--- src/hdl/sma_pkg.sv ---
`timescale 1ns / 1ps
`default_nettype none

package sma_pkg;

  // Window storage and arithmetic widths
  localparam int MAX_WINDOW = 256;
  localparam int SLOT_W     = $clog2(MAX_WINDOW);
  localparam int CNT_W      = SLOT_W + 1;
  localparam int CENTS_W    = 32;
  localparam int TOTAL_W    = CENTS_W + SLOT_W;
  localparam int DIV_W      = TOTAL_W + 2;
  localparam int DEN_W      = CNT_W + 1;
  localparam int STEP_W     = $clog2(DIV_W);

  localparam logic [CNT_W-1:0] WINDOW_RESET = CNT_W'(20);
  localparam logic [CNT_W-1:0] WINDOW_MAX   = CNT_W'(MAX_WINDOW);
  localparam logic [CNT_W-1:0] WINDOW_MIN   = CNT_W'(1);

  // Trend codes
  localparam logic [1:0] TREND_NEUTRAL = 2'd0;
  localparam logic [1:0] TREND_BULLISH = 2'd1;
  localparam logic [1:0] TREND_BEARISH = 2'd2;

  typedef struct packed {
    logic                 start_series;
    logic [CENTS_W-1:0]   close_cents;
  } sma_in_t;

  typedef struct packed {
    logic [CENTS_W-1:0]   average_cents;
    logic [1:0]           trend_signal;
  } sma_out_t;

  // Work handed from the window keeper to the divider
  typedef struct packed {
    logic [TOTAL_W-1:0]   total;
    logic [CNT_W-1:0]     count;
    logic [CENTS_W-1:0]   close_cents;
  } sma_job_t;

  typedef enum logic [1:0] {
    F_IDLE,
    F_RD,
    F_UPD,
    F_PUSH
  } front_state_t;

  typedef enum logic [1:0] {
    B_IDLE,
    B_DIV,
    B_DONE
  } back_state_t;

endpackage

`default_nettype wire

--- src/hdl/sma_queue.sv ---
`timescale 1ns / 1ps
`default_nettype none

module sma_queue import sma_pkg::*; (
  input  wire logic     clk,
  input  wire logic     rst,
  input  wire logic     wr,
  input  wire sma_job_t wdata,
  output logic          full,
  input  wire logic     rd,
  output sma_job_t      rdata,
  output logic          empty
);

  sma_job_t    entry [2];
  logic        wr_ptr;
  logic        rd_ptr;
  logic [1:0]  fill;

  assign full  = (fill == 2'd2);
  assign empty = (fill == 2'd0);
  assign rdata = entry[rd_ptr];

  // Store incoming jobs
  always_ff @(posedge clk) begin
    if (wr && !full) entry[wr_ptr] <= wdata;
  end

  // Advance pointers and fill level
  always_ff @(posedge clk) begin
    if (rst) begin
      wr_ptr <= 1'b0;
      rd_ptr <= 1'b0;
      fill   <= 2'd0;
    end else begin
      if (wr && !full) wr_ptr <= !wr_ptr;
      if (rd && !empty) rd_ptr <= !rd_ptr;
      fill <= fill + 2'((wr && !full) ? 1 : 0) - 2'((rd && !empty) ? 1 : 0);
    end
  end

endmodule

`default_nettype wire

--- config.mk ---
export PLATFORM = sky130hd
export DESIGN_NAME = sma_queue
export DESIGN_NICKNAME = d
export VERILOG_FILES = /design/src/hdl/sma_pkg.sv /design/src/hdl/sma_queue.sv
export SDC_FILE = /design/constraint.sdc
export NUM_CORES = 1
export LEC_CHECK = 0
export BUFFER_PORTS_ARGS = -buffer_cell sky130_fd_sc_hd__buf_2
export CAP_MARGIN = 20
export CORE_MARGIN = 2
export CORE_UTILIZATION = 45
export CTS_BUF_LIST = sky130_fd_sc_hd__clkbuf_16
export DETAILED_ROUTE_END_ITERATION = 8
export PLACE_DENSITY_LB_ADDON = 0.3
export SETUP_SLACK_MARGIN = 0.2
export SLEW_MARGIN = 20
export SYNTH_ARGS = -nofsm -noshare
export SYNTH_HDL_FRONTEND = slang
export SYNTH_SLANG_ARGS = --single-unit
--- constraint.sdc ---
create_clock -name clk -period 4 [get_ports clk]
set_input_delay 0.8 -clock clk [delete_from_list [all_inputs] [get_ports clk]]
set_output_delay 0.8 -clock clk [all_outputs]
set_load 0.01 [all_outputs]
-- Word-level counts from Yosys, hierarchy flattened
Memory sizes are Yosys's and may differ from the RTL's. A register that Yosys moved wholly into a read port is not among the register bits.
Cells that the tools add are included.
- equal/unequal tests: 1
- multiplexer cells: 6
- $add $sub $neg: 2
- reductions and logical operators: 7
- operator list (operator ; number):
    $mux 1 ; 6
    $logic_not 1->1 ; 4
    $add 2x1->2 ; 1
    $eq 2x2->1 const B ; 1
    $logic_and 1x1->1 ; 2
    $logic_not 2->1 ; 1
    $sub 2x1->2 ; 1
- output and inout bits: 83
- memories kept: 1
- memory bits (writable): 162
- register bits after elaboration: 4
- memories (name ; words ; bits a word ; read ports ; clocked after memory_dff ; wr ports ; RTL line ; source):
    entry ; 2 ; 81 ; 1 ; 1 ; 1 ; sma_queue.sv:15 ; sma_job_t entry [2];

-- Logic depth before layout (Yosys ltp)
Gate-level depths: netlist (run 1).
- word-level depth: 6
- mapped depth: 8
- gate-level depth less buffers: 8

-- Worst setup path after synthesis (run 1)
OpenSTA, ideal clock, no wires.
- path kind: input -> register
- start point: input wr
- end point: memory entry[0][0] (netlist bit) (enable)
- path buffers: 0
- library setup time: 0.435 ns
- data required time: 3.565 ns
- data arrival time: 2.772 ns
- slack: 0.793 ns
- stages on the path: 3
- cells stage by stage: inv_1 -> or3_1 -> inv_1
- longest elaborated chain between the ends: 3
- ends and longest elaborated chain (item ; RTL line ; source):
    start: declaration ; sma_queue.sv:7 ; input wire logic wr,
    $logic_and 1x1->1 ; sma_queue.sv:26 ; if (wr && !full) entry[wr_ptr] <= wdata;
    $mux 1 ; sma_queue.sv:26 ;
    $mux 1 (not written as such) ; sma_queue.sv:26 ;
    end: declaration ; sma_queue.sv:15 ;
No other way between the ends.

==> results of run 1 <==
worst min-delay path, stage by stage, from the launching register on:
cell and delay (ns):
dfxtp_1 0.33, xnor2_1 0.08, nor2_1 0.07
cells in the mapped netlist:
cell type and n:
nor2_1 4, a21oi_1 1, xor2_1 1, and2_1 1, or3_1 1, ha_1 2, xnor2_1 1, mux2_2 81
nand2b_2 1, and3_2 1, nor2b_1 1, inv_1 3, inv_2 1, buf_2 1, nor3_1 1, o21a_1 1
edfxtp_1 162, nand2_1 1, o21ai_0 1, buf_4 8, dfxtp_1 5
power by group through the flow:
| stage | clock network, uW | registers [uW] | logic (uW) |
|---|---|---|---|
| 3_5_place_dp | 0 | 2460 | 1120 |
| 2_1_floorplan | 0 | 2320 | 813 |
| 6_report | 1440 | 2330 | 1210 |
| 4_1_cts | 1480 | 2420 | 1130 |
| 3_3_place_gp | 0 | 2440 | 1110 |
| 5_1_grt | 1550 | 2360 | 1320 |
state kept, by name (all words and copies together) (netlist names), named ones only:
signal and cells:
entry 162, wr_ptr 1, fill 2, rd_ptr 1
area by class of cell:
cell class | count | area, sq um | area share
multi-input cells | 99 | 1030 | 0.135
clock inverters | 14 | 96.3 | 0.0126
repair buffers | 170 | 903 | 0.118
well taps | 176 | 220 | 0.0287
clock buffers | 17 | 425 | 0.0555
flip-flops and latches | 167 | 4970 | 0.648
inverters | 4 | 16.3 | 0.00212
final timing paths:
check	slack [ns]	depth (start not counted)	endpoint
worst max-delay path	1.32	3	rdata[77]
worst min-delay path	0.52	2	flop
worst max register to register	1.87	5	entry[0][19]
worst min register to register	0.52	2	flop
cell families (layout without fill, tap and decap cells):
family / after synthesis / in the layout
AND/OR/NAND/NOR: 11 / 11
multiplexers: 81 / 81
adder cells (fa/ha/maj): 2 / 2
AO/OA/AOI/OAI: 3 / 3
buffers and inverters: 13 / 205
XOR/XNOR: 2 / 2
flip-flops: 167 / 167
metal layers:
| layer | up-vias | track usage | wire length, um |
|---|---|---|---|
| met5 | - | 0 | 0 |
| met4 | 0 | 0.0596 | 133 |
| met3 | 12 | 0.0566 | 817 |
| met2 | 112 | 0.237 | 5160 |
| met1 | 1539 | 0.186 | 4380 |
| li1 | 1459 | - | - |
metrics by stage:
step                cells   util  setup WS, ns  hold WS, ns  power (uW)
floorplan             279      -         0.793        0.451        3130
global placement      614  0.538          1.45        0.480        3550
detailed placement    614  0.538          1.42        0.501        3580
CTS                   645  0.578          1.05        0.520        5030
global route          647  0.581          1.21        0.548        5230
finish                647  0.581          1.32        0.519        4990
==> impl_metrics.tcl, run 1 <==
set metrics [dict create \
    wl_mm 10.5 \
    grt_pass1_wl_mm 16.2 \
    start_util 0.461 \
    pin_count 168 \
    final_cell_mix "buf_2, edfxtp_1, mux2_2, clkbuf_16, clkinv_2" \
    placed_cell_area_sq_um 7100 \
    clock_latency_ns 0.41 \
    crit_family "flip-flops" \
    cts_made_buffers 17 \
    synthMuxAreaShare 0.150 \
    critPathMaxStageDelay_ns 0.57 \
    synthDistinctLibCells 21 \
    detailed_place_hpwl_mm 6.46 \
    vias 3122 \
    synth_area_sq_um 6080 \
    antenna_left 0 \
    syn_nets 366 \
    syn_avg_cell_area_sq_um 21.8 \
    fin_crit_ns 2.68 \
    stdcell_area_sq_um 7660 \
    worst_slew_pin_slew_ns 0.711 \
    finalSetupViolCount 0 \
    die_x_um 120 \
    p_sw_frac 0.267 \
    synth_compound_area_frac 0.00288 \
    htreeDepth 4 \
    power.density_nw_per_um2 650 \
    fin_crit_sh 0.670 \
    min_from "rd_ptr" \
    p_leak_uw 0.00288 \
    ys_warn_count 0 \
    cts_setup_buffers 0 \
    die_area_sq_um 14400 \
    synthSimpleGateAreaFrac 0.00968 \
    rsz0062_at_grt "false" \
    synth_top_family_by_area "multiplexers" \
    dr.pass1.iters 4 \
    synth-seq-cells 167 \
    finClkSkew_ns 0.00610 \
    synthAdderAreaFrac 0.00412 \
    reg2reg_from "fill[0]" \
    worstPathCellList "buf_16 > mux2_2 > buf_2" \
    p_switching_uw 1330 \
    grtUsageTotal 0.149 \
    root_buffer "clkbuf_16" \
    ys_seq_area_frac 0.817 \
    status "finished clean" \
    cpMaxStageDelayCell "dfxtp_4" \
    ir_drop_v 0.000438 \
    drt-vias-per-instance 4.83 \
    maxSlewViolCount 0 \
    hold_path.class "reg2reg" \
    drive_gt1_frac 0.599 \
    yosysTopAreaCell "edfxtp_1" \
    die_h_um 120 \
    clk_pin_slew_ns 0.06 \
    startpoint_type "flop" \
    antenna_found_initial 0 \
    p_clk_frac 0.289 \
    synth_xor_area_frac 0.00288 \
    syn2layout_area_growth_pct 26.2 \
    yosys-top-cells-area "edfxtp_1, mux2_2, dfxtp_1" \
    cts_tree "yes" \
    grt_overflow 0 \
    synth_top_area_frac 0.801 \
    wire_per_inst_um 16.2 \
    rows 42 \
    power.internal_uw 3660 \
    cts_hold_buf 0 \
    seqPwrFrac 0.468 \
    fp.coreArea_sq_um 13200 \
    syn_inst 279 \
    drc 0 \
    drt_iter0_markers 175 \
    setup-tns-final_ns 0 \
    nets 546 \
    arrival_ns 1.88 \
    path_buf_inv 2 \
    finalHoldViolations 0 \
    cts_sinks 167 \
    grt_max_degree 82 \
    gp_congestion 0.700 \
    layout_commonest_cell "buf_2" \
    cp.required_ns 3.20 \
    combPwrFrac 0.243 \
    grt_pass1_vias 3250 \
    fmax_mhz 373 \
    clk_path_buf_depth 2 \
    n_antenna_cell 0 \
    path_class "reg2out" \
    cts_resized 0 \
    cap_violations 0 \
    cp-end-kind "output port" \
    crit_fanout 58 \
    io_buffers 167 \
    max_slew_margin 0.526 \
    fill_cells 1025 \
]
Power figures use the tool's default switching activity.
==> run 2: changes to the inputs <==
--- a/config.mk
+++ b/config.mk
@@ -5,6 +5,7 @@
 export SDC_FILE = /design/constraint.sdc
 export NUM_CORES = 1
 export LEC_CHECK = 0
+export ABC_AREA = 1
 export BUFFER_PORTS_ARGS = -buffer_cell sky130_fd_sc_hd__buf_2
 export CAP_MARGIN = 20
 export CORE_MARGIN = 2
==> constraint.sdc (replaced) <==
create_clock -name clk -period 2.7 [get_ports clk]
set_input_delay 0.54 -clock clk [delete_from_list [all_inputs] [get_ports clk]]
set_output_delay 0.54 -clock clk [all_outputs]
set_load 0.01 [all_outputs]
==> run 2 against run 1 <==
Against the previous run:
- clock power grew 62%
- combinational power grew 57%
- area after synthesis grew 7.0%
- worst setup slack lost 1.0 ns
- final area grew 5.4%
- flip-flop and latch count is the same
- register-to-register slack lost 0.83 ns
- critical path depth is the same
- sequential share of layout area shrank 3.3 points
==> impl_metrics.tcl, run 2 <==
set metrics [dict create \
    die_x_um 124 \
    crit_fanout 23 \
    maxSlewViolCount 0 \
    cts_made_buffers 17 \
    cts_hold_buf 0 \
    synth_area_sq_um 6500 \
    n_antenna_cell 0 \
    fmax_mhz 420 \
    synth-async-reset-ratio 0 \
    pin_count 168 \
    vias 3173 \
    worst_slew_pin_slew_ns 0.503 \
    ys_top_cells_by_count "edfxtp_1, mux2_4, inv_1" \
    yosys-top-cells-area "edfxtp_1, mux2_4, buf_12" \
    gr-usage-met3 0.0586 \
    max_slew_margin 0.665 \
    placed_cell_area_sq_um 7510 \
    ys_seq_area_frac 0.764 \
    path_buf_inv 2 \
    p_switching_uw 1970 \
    fp.coreArea_sq_um 14000 \
    hold_path.class "in2reg" \
    finalSetupViolCount 0 \
    final_cell_mix "buf_2, edfxtp_1, mux2_4, clkbuf_16, inv_1" \
    syn2layout_area_growth_pct 24.3 \
    synth-seq-cells 167 \
    root_buffer "clkbuf_16" \
    top_register "entry" \
    cpMaxStageDelayCell "dfxtp_4" \
    largest_reg_flops 162 \
    dr.pass1.iters 4 \
    min_to "fill[0]" \
    p_sw_frac 0.257 \
    yosysMostFrequentCell "edfxtp_1" \
    nets 562 \
    detailed_place_hpwl_mm 7.42 \
    cts_tree "yes" \
    power.internal_uw 5710 \
    wl_mm 11.2 \
    yosysTopAreaCell "edfxtp_1" \
    min_from "rst" \
    busiest_layer "met2" \
    power.density_nw_per_um2 951 \
    antenna_left 0 \
    clock_latency_ns 0.41 \
    p_clk_frac 0.303 \
    grtUsageMet2 0.250 \
    ir_drop_v 0.000506 \
    reg2reg_from "fill[0]" \
    setup-tns-final_ns 0 \
    cts_sinks 167 \
    cp-end-kind "output port" \
    antenna_found_initial 0 \
    io_buffers 167 \
    drt-vias-per-instance 4.75 \
    worstPathCellList "buf_4 > mux2_4 > buf_2" \
    crit_family "flip-flops" \
    worstRegToRegCells 11 \
    start_util 0.465 \
    synthDistinctLibCells 12 \
    reg_top3 "entry (162), fill (2)" \
    finClkSkew_ns 0.00784 \
    syn_inst 291 \
    fin_crit_sh 0.882 \
    cts_setup_buffers 0 \
    layout_commonest_cell "buf_2" \
    drc 0 \
    finalHoldViolations 0 \
    synth_edf_count 162 \
    cap_violations 0 \
    combPwrFrac 0.248 \
    seqPwrFrac 0.449 \
    grtUsageTotal 0.148 \
    grt_overflow 0 \
    rsz0062_at_grt "false" \
    whs_path_depth 2 \
    synth-main-ff-cell "edfxtp_1" \
    critPathMaxStageDelay_ns 0.64 \
    htreeDepth 4 \
    clk_path_buf_depth 2 \
    die_area_sq_um 15400 \
    grt_pass1_wl_mm 16.4 \
    status "finished clean" \
    arrival_ns 1.84 \
    stdcell_area_sq_um 8080 \
    total_power_uw 7680 \
    syn_avg_cell_area_sq_um 22.3 \
    rows 43 \
    startpoint_type "flop" \
    met1_usage 0.168 \
    fin_crit_ns 2.38 \
    cp.required_ns 2.16 \
    timing.rr.end "fill[1]" \
    synth_top_area_frac 0.748 \
    syn_nets 378 \
    timing.reg2reg.setup_slack_ns 1.04 \
    path_class "reg2out" \
    p_leak_uw 0.00323 \
    die_h_um 124 \
    ys_warn_count 0 \
    gp_congestion 0.758 \
    cts_resized 0 \
    grt_pass1_vias 3355 \
    clk_pin_slew_ns 0.06 \
    drive_gt1_frac 0.578 \
    wire_per_inst_um 16.8 \
    grt_max_degree 82 \
    drt_iter0_markers 222 \
]
==> run 2: cell count changes after synthesis, sizes merged, moves of 3 or more <==
cell	delta
nand3	+3
inv	+6
nor2	+5
nand2	+7
==> run 2: worst reg2reg max path: stages (launching register included) <==
cell and delay, ns:
dfxtp_1 0.36, inv_1 0.06, nand2_1 0.12, nand2_1 0.13
ha_1 0.30, inv_1 0.04, ha_1 0.18, inv_1 0.05
nand2_1 0.08, nand3_1 0.10, nand2_1 0.06, nor2_1 0.10
==> run 2: area by class of cell <==
cell class                 instances  area, sq um
fill                            1100         5910
sequential                       167         4970
multi-input combinational        105         1330
timing repair buffer             174          938
clock buffer                      17          425
tap                              180          225
clock inverter                    15          148
inverter                          10         41.3
==> run 2: worst max-delay path by stage <==
stage	endpoint	slack, ns	cells past startpoint
finish	rdata[72]	0.32	3
detailed placement	rdata[72]	0.73	3
floorplan	entry[0][0]	0.45	2
global route	rdata[72]	0.22	3
global placement	rdata[74]	0.75	3
CTS	rdata[72]	0.27	3
==> run 2: per-layer routing <==
layer,vias to the layer above,wire length (um),part of all wire
li1,1497,-,-
met1,1546,4450,0.40
met2,119,5750,0.51
met3,11,901,0.080
met4,0,135,0.012
met5,-,0,0
==> run 2: logic make-up after synthesis <==
logic type | Yosys count | share of synthesized area
DFF | 167 | 0.764
muxes | 81 | 0.187
and+or+nand+nor | 20 | 0.0121
buffers and inverters | 19 | 0.0321
AOI/OAI and AO/OA | 2 | 0.00154
adders and majority gates | 2 | 0.00385
==> run 2: power groups by stage <==
stage | Combinational [uW] | Clock, uW | Sequential [uW]
global route | 2070 | 2500 | 3490
global placement | 1910 | 0 | 3490
detailed placement | 1940 | 0 | 3510
finish | 1900 | 2330 | 3450
floorplan | 1450 | 0 | 3420
CTS | 1940 | 2380 | 3460
==> run 2: through the flow <==
step | worst slack [ns] | instances | hold WS [ns] | util
after floorplan | 0.450 | 291 | 0.467 | -
after global placement | 0.753 | 636 | 0.492 | 0.537
after detailed placement | 0.732 | 636 | 0.500 | 0.537
after CTS | 0.272 | 668 | 0.271 | 0.578
after global routing | 0.223 | 668 | 0.272 | 0.578
final | 0.318 | 668 | 0.291 | 0.578
