## src/hdl/sma_pkg.sv

```systemverilog
`timescale 1ns / 1ps
`default_nettype none

package sma_pkg;

  // Window storage and arithmetic widths
  localparam int MAX_WINDOW = 256;
  localparam int SLOT_W     = $clog2(MAX_WINDOW);
  localparam int CNT_W      = SLOT_W + 1;
  localparam int CENTS_W    = 32;
  localparam int TOTAL_W    = CENTS_W + SLOT_W;
  localparam int DIV_W      = TOTAL_W + 2;
  localparam int DEN_W      = CNT_W + 1;
  localparam int STEP_W     = $clog2(DIV_W);

  localparam logic [CNT_W-1:0] WINDOW_RESET = CNT_W'(20);
  localparam logic [CNT_W-1:0] WINDOW_MAX   = CNT_W'(MAX_WINDOW);
  localparam logic [CNT_W-1:0] WINDOW_MIN   = CNT_W'(1);

  // Trend codes
  localparam logic [1:0] TREND_NEUTRAL = 2'd0;
  localparam logic [1:0] TREND_BULLISH = 2'd1;
  localparam logic [1:0] TREND_BEARISH = 2'd2;

  typedef struct packed {
    logic                 start_series;
    logic [CENTS_W-1:0]   close_cents;
  } sma_in_t;

  typedef struct packed {
    logic [CENTS_W-1:0]   average_cents;
    logic [1:0]           trend_signal;
  } sma_out_t;

  // Work handed from the window keeper to the divider
  typedef struct packed {
    logic [TOTAL_W-1:0]   total;
    logic [CNT_W-1:0]     count;
    logic [CENTS_W-1:0]   close_cents;
  } sma_job_t;

  typedef enum logic [1:0] {
    F_IDLE,
    F_RD,
    F_UPD,
    F_PUSH
  } front_state_t;

  typedef enum logic [1:0] {
    B_IDLE,
    B_DIV,
    B_DONE
  } back_state_t;

endpackage

`default_nettype wire

```

## src/hdl/sma_back.sv

```systemverilog
`timescale 1ns / 1ps
`default_nettype none

module sma_back import sma_pkg::*; (
  input  wire logic     clk,
  input  wire logic     rst,
  input  wire logic     q_empty,
  input  wire sma_job_t q_data,
  output logic          q_pop,
  output logic          empty,
  input  wire logic     pop,
  output sma_out_t      out_item
);

  back_state_t        state, state_next;
  logic [DIV_W-1:0]   num;
  logic [DEN_W-1:0]   den;
  logic [DEN_W-1:0]   rem;
  logic [DEN_W:0]     rem_sh;
  logic               q_bit;
  logic [STEP_W-1:0]  step;
  logic [CENTS_W-1:0] close_cents;
  logic [CENTS_W-1:0] avg;
  logic               res_valid;
  logic               res_load;
  logic               last_step;

  assign avg       = num[CENTS_W-1:0];
  assign last_step = (step == STEP_W'(DIV_W - 1));
  assign res_load  = (state == B_DONE) && (!res_valid || pop);

  // Advance the divider sequencer
  always_ff @(posedge clk) begin
    if (rst) state <= B_IDLE;
    else state <= state_next;
  end

  always_comb begin
    state_next = state;
    unique case (state)
      B_IDLE:  if (!q_empty) state_next = B_DIV;
      B_DIV:   if (last_step) state_next = B_DONE;
      B_DONE:  if (!res_valid || pop) state_next = B_IDLE;
      default: state_next = B_IDLE;
    endcase
  end

  always_comb begin
    q_pop = (state == B_IDLE) && !q_empty;
    empty = !res_valid;
  end

  // One restoring step: shift in the next dividend bit, subtract if it fits
  always_comb begin
    rem_sh = {rem, num[DIV_W-1]};
    q_bit  = (rem_sh >= {1'b0, den});
  end

  // Load (2*total + count) / (2*count) and iterate one quotient bit a cycle
  always_ff @(posedge clk) begin
    if (q_pop) begin
      num         <= {1'b0, q_data.total, 1'b0} + DIV_W'(q_data.count);
      den         <= {q_data.count, 1'b0};
      rem         <= '0;
      step        <= '0;
      close_cents <= q_data.close_cents;
    end else if (state == B_DIV) begin
      rem  <= q_bit ? DEN_W'(rem_sh - {1'b0, den}) : rem_sh[DEN_W-1:0];
      num  <= {num[DIV_W-2:0], q_bit};
      step <= step + STEP_W'(1);
    end
  end

  // Hold the result until it is taken
  always_ff @(posedge clk) begin
    if (rst) res_valid <= 1'b0;
    else if (res_load) res_valid <= 1'b1;
    else if (pop) res_valid <= 1'b0;
  end

  always_ff @(posedge clk) begin
    if (res_load) begin
      out_item.average_cents <= avg;
      if (close_cents > avg) out_item.trend_signal <= TREND_BULLISH;
      else if (close_cents < avg) out_item.trend_signal <= TREND_BEARISH;
      else out_item.trend_signal <= TREND_NEUTRAL;
    end
  end

endmodule

`default_nettype wire

```

## config.mk

```make
export PLATFORM = sky130hd
export DESIGN_NAME = sma_back
export DESIGN_NICKNAME = d
export VERILOG_FILES = /design/src/hdl/sma_pkg.sv /design/src/hdl/sma_back.sv
export SDC_FILE = /design/constraint.sdc
export NUM_CORES = 1
export LEC_CHECK = 0
export BUFFER_PORTS_ARGS = -buffer_cell sky130_fd_sc_hd__clkbuf_2
export CAP_MARGIN = 20
export CORE_MARGIN = 4
export CORE_UTILIZATION = 40
export CTS_CLUSTER_DIAMETER = 60
export CTS_CLUSTER_SIZE = 10
export DETAILED_ROUTE_END_ITERATION = 8
export SYNTH_ARGS = -nofsm -noshare
export SYNTH_HDL_FRONTEND = slang
export SYNTH_SLANG_ARGS = --single-unit
```

## constraint.sdc

```tcl
create_clock -name clk -period 4.1 [get_ports clk]
set_clock_uncertainty 0.1 [all_clocks]
set_input_delay 1.025 -clock clk [delete_from_list [all_inputs] [get_ports clk]]
set_output_delay 1.025 -clock clk [all_outputs]
set_load 0.02 [all_outputs]
```

## Yosys cells after proc, flatten, opt, wreduce, memory -nomap -nowiden

Cells that the tools add are included.

- Logic and storage cells: 40
- Register bits after elaboration: 136
- Output and inout bits: 36
- Input port bits: 85

- Reductions and logical operators: 9
- Mux-type cells: 10
- Equal/unequal tests: 6
- Add/sub/neg operators: 3
- $lt $le $gt $ge: 3

Operators by type and width:

| kind | count |
|---|---|
| 42-bit 2-to-1 mux | 2 |
| 41-bit by 9-bit adder with 42-bit output | 1 |
| 32-bit greater-than comparator | 1 |
| 32-bit < comparator | 1 |
| 11-bit by 10-bit greater-or-equal comparator with 1-bit output | 1 |
| 10-bit 2-to-1 mux | 1 |
| 10-bit subtractor | 1 |
| 2-bit 2-to-1 mux | 4 |
| 6-bit by 1-bit adder with 6-bit output, second input constant | 1 |
| 6-bit == test, second input constant | 1 |
| 2-bit case mux with 3 select lines | 1 |
| 2-bit != test, second input constant | 2 |
| 2-bit nonzero test | 2 |
| 3-bit AND reduction | 1 |
| 2-bit by 1-bit == test with 1-bit output, second input constant | 1 |
| 2-bit == test, second input constant | 1 |
| 1-bit logical AND | 2 |
| 1-bit zero test | 2 |
| 2-bit zero test | 1 |
| 1-bit 2-to-1 mux | 2 |
| 2-bit by 1-bit != test with 1-bit output, second input constant | 1 |
| 1-bit logical OR | 1 |

## Depth between registers and ports, before layout

Gate-level depths: netlist (run 1).

- Word-level depth: 4
- Mapped depth: 10
- Gate-level depth less buffers: 9

## Least setup slack after synthesis (run 1)

Ideal clock, no wire load.

- Path type: input port to output port
- Start: in q_empty
- End: out q_pop
- Data required time: 2.975 ns
- Slack: 0.470 ns
- Path buffers: 3
- Stages: 5
- Arrival: 2.505 ns
- Cell sequence: or3_1 clkbuf_1 inv_1 clkbuf_1 buf_2

- Cells in the longest elaborated chain, start to end: 2

Ends and longest elaborated chain:

| what | RTL line | RTL |
|---|---|---|
| from (decl) | sma_back.sv:7 | `input wire logic q_empty,` |
| 1-bit zero test | sma_back.sv:49 | `q_pop = (state == B_IDLE) && !q_empty;` |
| 1-bit logical AND | sma_back.sv:49 |  |
| to (decl) | sma_back.sv:9 | `output logic q_pop,` |

No other way between the ends.

## Worst setup path after layout (run 1)

- Start: in q_data[33] (netlist name)
- End: reg num[23] (data pin)

- Cells in the longest elaborated chain, start to end: 2

Ends and longest elaborated chain:

| what | RTL line | RTL |
|---|---|---|
| from (decl) | sma_back.sv:8 | `input wire sma_job_t q_data,` |
| 41-bit by 9-bit adder with 42-bit output | sma_back.sv:62 | `num <= {1'b0, q_data.total, 1'b0} + DIV_W'(q_data.count);` |
| 42-bit 2-to-1 mux | sma_back.sv:61 | `if (q_pop) begin` |
| to (signal assigned) | sma_back.sv:62 |  |
| to (signal assigned) | sma_back.sv:69 | `num <= {num[DIV_W-2:0], q_bit};` |
| to (decl) | sma_back.sv:16 | `logic [DIV_W-1:0] num;` |

No other way between the ends.
A chain may end at the register's enable or synchronous reset.

==> report_table.html, run 1 <==
<table>
<tr><th>Metric</th><th>Value</th></tr>
<tr><th colspan="2">Clock tree</th></tr>
<tr><td>Number of H-tree branching levels</td><td>4</td></tr>
<tr><td>Clock tree from TritonCTS</td><td>yes</td></tr>
<tr><td>Root buf cell</td><td>clkbuf_16</td></tr>
<tr><td>Number of buffers on the longest clock path</td><td>2</td></tr>
<tr><td>Post-CTS clock slew at the launch and capture registers of the worst setup and hold paths</td><td>0.06 ns</td></tr>
<tr><td>Hold_buf cts</td><td>0</td></tr>
<tr><td>Number of buffers inserted by post-CTS setup repair</td><td>0</td></tr>
<tr><td>Number of sinks driven by the clock tree</td><td>136</td></tr>
<tr><td>TritonCTS buffer count</td><td>17</td></tr>
<tr><td>Count of cells resized by post-cts repair</td><td>0</td></tr>
<tr><td>Insertion delay of the later-clocked pin in the worst-skew pair</td><td>0.42 ns</td></tr>
<tr><th colspan="2">Pwr</th></tr>
<tr><td>Total power of the final layout</td><td>4.04 mW</td></tr>
<tr><td>VDD IR-drop max</td><td>0.302 mV</td></tr>
<tr><td>Static leakage power</td><td>3.54 nW</td></tr>
<tr><td>Power density relative to cell area</td><td>478 nW/um2</td></tr>
<tr><th colspan="2">Global routing</th></tr>
<tr><td>Aggregate global routing overflow</td><td>0</td></tr>
<tr><td>Via count of the first global-routing pass</td><td>5121</td></tr>
<tr><td>All-Layer GR Usage</td><td>17.0%</td></tr>
<tr><td>First-pass GRT wire length</td><td>26.3 mm</td></tr>
<tr><td>Pin count of the biggest net entering global routing</td><td>78</td></tr>
<tr><td>Number of antenna violations at the first check in global routing</td><td>0</td></tr>
<tr><th colspan="2">Logic synthesis</th></tr>
<tr><td>Post-synthesis instance area</td><td>7020 um2</td></tr>
<tr><td>Number of storage elements in the synthesis netlist</td><td>136</td></tr>
<tr><td>Ys async rst share</td><td>0%</td></tr>
<tr><td>Sequential-to-total area share from yosys stat</td><td>55.4%</td></tr>
<tr><td>Mean area per synthesized cell</td><td>11.5 um2</td></tr>
<tr><td>Number of standard cells after synthesis</td><td>613</td></tr>
<tr><td>Syn Nets</td><td>751</td></tr>
<tr><td>Count of flip-flops with a built-in enable after synthesis</td><td>117</td></tr>
<tr><td>Commonest register cell after synthesis</td><td>edfxtp_1</td></tr>
<tr><td>Number of warnings printed during yosys synthesis</td><td>0</td></tr>
<tr><td>Unique masters post-synth</td><td>59</td></tr>
<tr><th colspan="2">Placed design</th></tr>
<tr><td>Number of port buffers</td><td>120</td></tr>
<tr><td>Half-perimeter wire length after detailed placement</td><td>12.0 mm</td></tr>
<tr><td>Worst slack after detailed placement</td><td>0.446 ns</td></tr>
<tr><td>Placed cell count</td><td>945</td></tr>
<tr><td>RD Place Congestion</td><td>0.923</td></tr>
<tr><th colspan="2">Finish</th></tr>
<tr><td>Core Util, Final</td><td>49.1%</td></tr>
<tr><td>Area added between synthesis and finish</td><td>20.4%</td></tr>
<tr><td>Fraction of final layout cells with drive strength greater than 1</td><td>22.8%</td></tr>
<tr><td>Layout Cells excl Fill</td><td>978</td></tr>
<tr><td>Fill cell instance count of the final layout</td><td>1561</td></tr>
<tr><td>Total inserted antenna cells</td><td>0</td></tr>
<tr><td>Sequential standard cell area</td><td>3890 um2</td></tr>
<tr><td>Total Nets Final</td><td>878</td></tr>
<tr><td>Area of combinational cells with multiple inputs</td><td>2840 um2</td></tr>
<tr><th colspan="2">Critical path</th></tr>
<tr><td>CP Capture Type</td><td>flip-flop</td></tr>
<tr><td>Critical path class</td><td>primary input to flip-flop</td></tr>
<tr><td>CP arrival</td><td>3.26 ns</td></tr>
<tr><td>Family with the most delay on the worst path</td><td>compound AO/OA/AOI/OAI gates</td></tr>
<tr><td>Slowest cell on the critical path</td><td>o41a_1</td></tr>
<tr><td>Chain of cells forming the critical path</td><td>clkbuf_2 &gt; ha_1 &gt; fa_1 &gt; a211oi_1 &gt; nor2_1 &gt; o41a_1 &gt; nand3_1 &gt; xor2_1 &gt; o21ai_0</td></tr>
<tr><td>Max stage delay on crit path</td><td>0.53 ns</td></tr>
<tr><td>Number of buffer and inverter stages on the critical path</td><td>1</td></tr>
<tr><td>Category of the worst setup path launch point</td><td>primary input</td></tr>
<tr><td>Required time worst endpoint</td><td>4.14 ns</td></tr>
<tr><td>Max Fanout on Critical Path</td><td>9</td></tr>
<tr><th colspan="2">Outcome</th></tr>
<tr><td>Outcome</td><td>finished, final reports clean</td></tr>
<tr><th colspan="2">Drt</th></tr>
<tr><td>Pre-Repair DR Iteration Count</td><td>5</td></tr>
<tr><td>Number of design-rule violations left by the first detailed-router iteration</td><td>277</td></tr>
<tr><td>Wire length after detailed routing</td><td>16.2 mm</td></tr>
<tr><td>ANT nets after route</td><td>0</td></tr>
<tr><td>DR DRC count</td><td>0</td></tr>
<tr><td>Via count of the routed design</td><td>4982</td></tr>
<tr><td>Vias per inst</td><td>5.09</td></tr>
<tr><td>Post-detailed-route wirelength per cell</td><td>16.6 um</td></tr>
<tr><th colspan="2">Die</th></tr>
<tr><td>Initial core utilization</td><td>40.8%</td></tr>
<tr><td>Die Outline Area</td><td>19700 um2</td></tr>
<tr><td>I/O pin count</td><td>121</td></tr>
<tr><td>Die outline width</td><td>141 um</td></tr>
<tr><td>Placeable Area</td><td>17200 um2</td></tr>
<tr><td>Floorplan row count</td><td>48</td></tr>
<tr><td>Die Y-Extent</td><td>141 um</td></tr>
<tr><th colspan="2">STA</th></tr>
<tr><td>Worst path setup slack after routing</td><td>0.874 ns</td></tr>
<tr><td>Final TNS setup</td><td>0 ns</td></tr>
<tr><td>Final hold vios</td><td>0</td></tr>
<tr><td>Normalized max-slew margin</td><td>53.8%</td></tr>
<tr><td>Slew of the pin with the lowest slew margin</td><td>0.694 ns</td></tr>
<tr><td>Achievable Freq</td><td>0.310 GHz</td></tr>
<tr><td>Portion of the clock cycle consumed by the worst path in the final layout</td><td>78.7%</td></tr>
<tr><td>Min Clock Period, post-route</td><td>3.23 ns</td></tr>
<tr><td>Max-slew violations</td><td>0</td></tr>
<tr><td># setup viols final</td><td>0</td></tr>
<tr><td>Setup repair after global routing missed its margin</td><td>false</td></tr>
<tr><th colspan="2">Job</th></tr>
<tr><td>Total of max-cap violations</td><td>0</td></tr>
<tr><th colspan="2">Min path</th></tr>
<tr><td>Worst hold path class</td><td>flip-flop to flip-flop</td></tr>
</table>
-- through the flow --
stage	hold WS, ns	cell area, um2
finish	0.355	8460
global route	0.376	8460
CTS	0.357	8430
detailed placement	0.336	7870
global placement	0.338	7870
floorplan	0.326	7020
-- registers in the layout, indices dropped and copies added, names as in the netlist --
name,flops
close_cents,32
den,9
num,42
out_item,34
rem,10
res_valid,1
state,2
step,6
-- worst reg2reg max path, stage by stage (launching register included) --
cell and delay, ns:
edfxtp_1 0.33, inv_1 0.05, ha_1 0.38, a21oi_2 0.23, nand2_1 0.08, o41ai_1 0.46
nand2_1 0.41, a32oi_1 0.29, o21ai_0 0.10
-- layout by cell type, fill, tap and decap left out, drive strengths merged, types with 15 or more instances in the layout --
cell and n:
a21o 15, a21oi 18, clkbuf 137, dfxtp 19
edfxtp 117, ha 51, inv 55, nand2 71
nand3 20, nand4 15, nor2 27, o21ai 52
xnor2 23, xor2 24
-- kinds of logic (layout without fill, tap and decap cells) --
group | Yosys count | in the layout | share of synthesized area [%]
flops | 136 | 136 | 55.4
buf+inv | 74 | 214 | 4.22
xor+xnor | 47 | 47 | 5.86
mux | 7 | 7 | 0.998
fa+ha+maj | 53 | 53 | 9.65
compound gates | 122 | 122 | 11.3
simple gates | 174 | 174 | 12.6
-- routing by layer --
layer  global-route usage, %  share of wire, %  vias up
met5                       0                 0        -
met4                    5.25               2.5        0
met3                    5.05               5.4       29
met2                    27.1                47      135
met1                    22.3                45     2347
li1                        -                 -     2471
-- power by group --
group | total [mW] | internal, mW | switching (mW)
logic | 0.808 | 0.344 | 0.464
registers | 1.78 | 1.68 | 0.0972
clock network | 1.45 | 0.882 | 0.570
total | 4.04 | 2.91 | 1.13
-- cells in the mapped netlist, types with 5 or more instances --
cell type / n / area share (%)
xnor2_1: 23 / 2.9
inv_1: 56 / 3.0
nand2_1: 70 / 3.7
ha_1: 51 / 9.1
nor2b_1: 5 / 0.45
xor2_1: 24 / 3.0
a21oi_1: 17 / 1.2
a31oi_1: 5 / 0.45
a211oi_1: 5 / 0.53
o21ai_1: 7 / 0.50
nand3_1: 20 / 1.4
o21a_1: 5 / 0.53
mux2i_1: 7 / 1.0
nor3_1: 12 / 0.86
o21ai_0: 45 / 3.2
a21o_1: 15 / 1.6
nor2_1: 27 / 1.4
dfxtp_1: 19 / 5.4
clkbuf_1: 12 / 0.64
nand4_1: 13 / 1.2
and3_1: 5 / 0.45
edfxtp_1: 117 / 50
-- cell type report --
class,instances,share of cell area [%]
sequential,136,46.0
tap,225,3.33
inverter,56,2.49
clock inverter,15,1.61
timing repair buffer,126,7.87
multi-input combinational,403,33.6
clock buffer,17,5.03
-- final timing paths --
check	from	end	slack (ns)	cells after the start
worst max register to register	den[8]	rem[4]	1.54	8
worst min register to register	num[2]	out_item[4]	0.36	0
worst min-delay path	num[2]	out_item[4]	0.36	0
worst max-delay path	q_data[33]	num[23]	0.87	9
Power figures use the tool's default switching activity.
==> inputs of run 2 (changes only) <==
==> constraint.sdc (replaced) <==
create_clock -name clk -period 2.7 [get_ports clk]
set_clock_uncertainty 0.1 [all_clocks]
set_input_delay 0.675 -clock clk [delete_from_list [all_inputs] [get_ports clk]]
set_output_delay 0.675 -clock clk [all_outputs]
set_load 0.02 [all_outputs]
==> run 2 against run 1 <==
Net effect:
- worst setup slack lost 0.75 ns
- count of clock-buffer cells in the layout rose by 2
- critical path depth did not move
- critical path type unchanged
- core utilization is 1.1 points higher
- critical endpoint is now num[19]
- register-to-register slack worse by 1.4 ns
- highest routed layer is now met5
==> report_table.html, run 2 (synthesized netlist as in run 1, its figures left out) <==
<table>
<tr><th>Metric</th><th>Value</th></tr>
<tr><th colspan="2">Outcome</th></tr>
<tr><td>Outcome</td><td>finished, final reports clean</td></tr>
<tr><th colspan="2">Critical path</th></tr>
<tr><td>Max Fanout on Critical Path</td><td>9 (unchanged)</td></tr>
<tr><td>CP Capture Type</td><td>flip-flop</td></tr>
<tr><td>Count of cells along the worst register-to-register path</td><td>8 (unchanged)</td></tr>
<tr><td>Required time worst endpoint</td><td>2.75 ns (-1.39 ns)</td></tr>
<tr><td>Startpoint of the lowest-slack register-to-register path</td><td>num[25]</td></tr>
<tr><td>CP arrival</td><td>2.63 ns (-0.63 ns)</td></tr>
<tr><td>Capture instance of the worst register-to-register path</td><td>out_item[0]</td></tr>
<tr><td>Reg2Reg Setup Slack</td><td>0.18 ns (-1.36 ns)</td></tr>
<tr><td>Category of the worst setup path launch point</td><td>primary input</td></tr>
<tr><td>Critical path class</td><td>primary input to flip-flop</td></tr>
<tr><th colspan="2">Global routing</th></tr>
<tr><td>First-pass GRT wire length</td><td>26.1 mm (-1.0%)</td></tr>
<tr><td>Aggregate global routing overflow</td><td>0 (unchanged)</td></tr>
<tr><td>All-Layer GR Usage</td><td>17.0% (unchanged)</td></tr>
<tr><td>Via count of the first global-routing pass</td><td>5160 (+0.76%)</td></tr>
<tr><td>Number of antenna violations at the first check in global routing</td><td>3 (+3)</td></tr>
<tr><td>Pin count of the biggest net entering global routing</td><td>41 (-47%)</td></tr>
<tr><th colspan="2">Drt</th></tr>
<tr><td>Vias per inst</td><td>5.01 (-1.7%)</td></tr>
<tr><td>Post-detailed-route wirelength per cell</td><td>16.3 um (-1.7%)</td></tr>
<tr><td>ANT nets after route</td><td>0 (unchanged)</td></tr>
<tr><td>Pre-Repair DR Iteration Count</td><td>4 (-1)</td></tr>
<tr><td>DR DRC count</td><td>0 (unchanged)</td></tr>
<tr><td>Wire length after detailed routing</td><td>16.3 mm (+0.65%)</td></tr>
<tr><td>Via count of the routed design</td><td>5012 (+0.60%)</td></tr>
<tr><td>Number of design-rule violations left by the first detailed-router iteration</td><td>239 (-14%)</td></tr>
<tr><th colspan="2">Clock tree</th></tr>
<tr><td>TritonCTS buffer count</td><td>17 (unchanged)</td></tr>
<tr><td>Clock tree from TritonCTS</td><td>yes</td></tr>
<tr><td>Number of buffers inserted by post-CTS setup repair</td><td>0 (unchanged)</td></tr>
<tr><td>Count of cells resized by post-cts repair</td><td>0 (unchanged)</td></tr>
<tr><td>Root buf cell</td><td>clkbuf_16</td></tr>
<tr><td>Number of buffers on the longest clock path</td><td>2 (unchanged)</td></tr>
<tr><td>Post-CTS clock slew at the launch and capture registers of the worst setup and hold paths</td><td>0.06 ns (about the same)</td></tr>
<tr><td>Number of sinks driven by the clock tree</td><td>136 (unchanged)</td></tr>
<tr><td>Hold_buf cts</td><td>0 (unchanged)</td></tr>
<tr><td>Insertion delay of the later-clocked pin in the worst-skew pair</td><td>0.41 ns (about the same)</td></tr>
<tr><td>Number of H-tree branching levels</td><td>4 (unchanged)</td></tr>
<tr><th colspan="2">Pwr</th></tr>
<tr><td>Internal power consumption</td><td>4.48 mW (+54%)</td></tr>
<tr><td>Switching portion of total power</td><td>27.8% (-0.21 points)</td></tr>
<tr><td>Power share of the clock group</td><td>35.8% (about the same)</td></tr>
<tr><td>Total power of the final layout</td><td>6.20 mW (+53%)</td></tr>
<tr><td>Static leakage power</td><td>3.66 nW (+3.5%)</td></tr>
<tr><td>VDD IR-drop max</td><td>0.425 mV (+41%)</td></tr>
<tr><td>Seq pwr share</td><td>43.5% (-0.6 points)</td></tr>
<tr><td>Power density relative to cell area</td><td>717 nW/um2 (+50%)</td></tr>
<tr><td>Net switching power</td><td>1.72 mW (+52%)</td></tr>
<tr><td>Comb power frac</td><td>20.7% (+0.7 points)</td></tr>
<tr><th colspan="2">Placed design</th></tr>
<tr><td>Placed inst area</td><td>8080 um2 (+2.7%)</td></tr>
<tr><td>RD Place Congestion</td><td>0.841 (-8.9%)</td></tr>
<tr><td>Number of port buffers</td><td>120 (unchanged)</td></tr>
<tr><td>Half-perimeter wire length after detailed placement</td><td>12.2 mm (+1.7%)</td></tr>
<tr><th colspan="2">Min path</th></tr>
<tr><td>End point of the most critical hold path</td><td>close_cents[25]</td></tr>
<tr><td>Hold_sp</td><td>q_data[25]</td></tr>
<tr><td>Hold Path Depth</td><td>1 (+1)</td></tr>
<tr><td>Worst hold path class</td><td>primary input to flip-flop</td></tr>
<tr><th colspan="2">Die</th></tr>
<tr><td>Die outline width</td><td>141 um (unchanged)</td></tr>
<tr><td>Initial core utilization</td><td>40.8% (unchanged)</td></tr>
<tr><td>I/O pin count</td><td>121 (unchanged)</td></tr>
<tr><td>Placeable Area</td><td>17200 um2 (unchanged)</td></tr>
<tr><td>Die Outline Area</td><td>19700 um2 (unchanged)</td></tr>
<tr><td>Floorplan row count</td><td>48 (unchanged)</td></tr>
<tr><td>Die Y-Extent</td><td>141 um (unchanged)</td></tr>
<tr><th colspan="2">Finish</th></tr>
<tr><td>Commonest non-fill, non-tap cells in the layout</td><td>clkbuf_2 (120), edfxtp_1 (117), nand2_1 (70)</td></tr>
<tr><td>Total inserted antenna cells</td><td>0 (unchanged)</td></tr>
<tr><td>Commonest non-fill, non-tap cell in the layout</td><td>clkbuf_2</td></tr>
<tr><td>Area added between synthesis and finish</td><td>23.2%</td></tr>
<tr><td>Fill cell instance count of the final layout</td><td>1541 (-1.3%)</td></tr>
<tr><td>Core Util, Final</td><td>50.2% (+1.1 points)</td></tr>
<tr><td>Largest registers</td><td>num: 42 flops, out_item: 34 flops, close_cents: 32 flops</td></tr>
<tr><td>Sequential standard cell area</td><td>3890 um2 (unchanged)</td></tr>
<tr><td>Area of all placed cells without fillers</td><td>8650 um2 (+2.3%)</td></tr>
<tr><td>Fraction of final layout cells with drive strength greater than 1</td><td>25.8% (+2.9 points)</td></tr>
<tr><td>Number of flip-flops in the largest register</td><td>42 (unchanged)</td></tr>
<tr><td>Most flop-heavy register</td><td>num</td></tr>
<tr><td>Area of combinational cells with multiple inputs</td><td>2860 um2 (+0.57%)</td></tr>
<tr><td>Total Nets Final</td><td>901 (+2.6%)</td></tr>
<tr><th colspan="2">STA</th></tr>
<tr><td># setup viols final</td><td>0 (unchanged)</td></tr>
<tr><td>Setup repair after global routing missed its margin</td><td>false</td></tr>
<tr><td>Slew of the pin with the lowest slew margin</td><td>0.677 ns (-0.0168 ns)</td></tr>
<tr><td>Min Clock Period, post-route</td><td>2.57 ns</td></tr>
<tr><td>Achievable Freq</td><td>0.388 GHz</td></tr>
<tr><td>Normalized max-slew margin</td><td>54.7% (+0.95 points)</td></tr>
<tr><td>Max-slew violations</td><td>0 (unchanged)</td></tr>
<tr><td>Final hold vios</td><td>0 (unchanged)</td></tr>
<tr><td>Portion of the clock cycle consumed by the worst path in the final layout</td><td>95.4%</td></tr>
<tr><th colspan="2">Job</th></tr>
<tr><td>Total of max-cap violations</td><td>0 (unchanged)</td></tr>
</table>
## run 2: cell types whose count changed in the layout (fill, tap and decap cells not counted), moves of 2 or more
cell / change
buf_4: +22
buf_12: +2
clkbuf_1: +2
clkinv_1: -3
a211oi_1: -2
a211oi_2: +2
## run 2: worst max path at each step
stage | start | to | slack, ns
3_5_place_dp | q_data[33] | num[27] | -0.34
2_1_floorplan | q_data[33] | num[17] | 0.002
3_3_place_gp | q_data[33] | num[29] | -0.29
4_1_cts | num[25] | out_item[0] | 0.09
6_report | q_data[33] | num[19] | 0.13
5_1_grt | q_data[33] | num[19] | 0.01
## run 2: final cells by class
cell class / instances / area share, %
flip-flops and latches: 136 / 45.0
clock buffers: 19 / 5.00
multi-input cells: 403 / 33.0
inverters: 56 / 2.43
well taps: 225 / 3.25
clock inverters: 13 / 1.52
repair buffers: 149 / 9.75
## run 2: metal layers
layer	wire, um	vias to the layer above	track usage [%]
met5	46	-	0
met4	147	6	4.03
met2	7720	126	27.7
li1	-	2513	-
met3	1090	18	6.08
met1	7310	2349	21.7
## run 2: worst max-delay path, cell delays in order
cell,delay [ns]
clkbuf_2,0.10
ha_1,0.24
fa_2,0.39
a211oi_2,0.25
nor2_2,0.08
o41a_2,0.51
nand3_1,0.15
xor2_1,0.15
o21ai_0,0.08
## run 2: through the flow
stage | worst slack, ns | instances | TNS (ns) | hold slack [ns]
3_5_place_dp | -0.342 | 969 | -5.25 | 0.344
3_3_place_gp | -0.293 | 969 | -4.48 | 0.340
5_1_grt | 0.0126 | 1001 | 0 | 0.306
4_1_cts | 0.0925 | 1001 | 0 | 0.315
6_report | 0.125 | 1001 | 0 | 0.332
2_1_floorplan | 0.00164 | 613 | 0 | 0.326
## run 2: power groups by stage
stage / clock network [mW] / registers (mW) / logic, mW
final: 2.22 / 2.70 / 1.28
after global routing: 2.38 / 2.72 / 1.46
after CTS: 2.26 / 2.70 / 1.30
after detailed placement: 0 / 2.74 / 1.29
after global placement: 0 / 2.73 / 1.25
after floorplan: 0 / 2.68 / 0.923
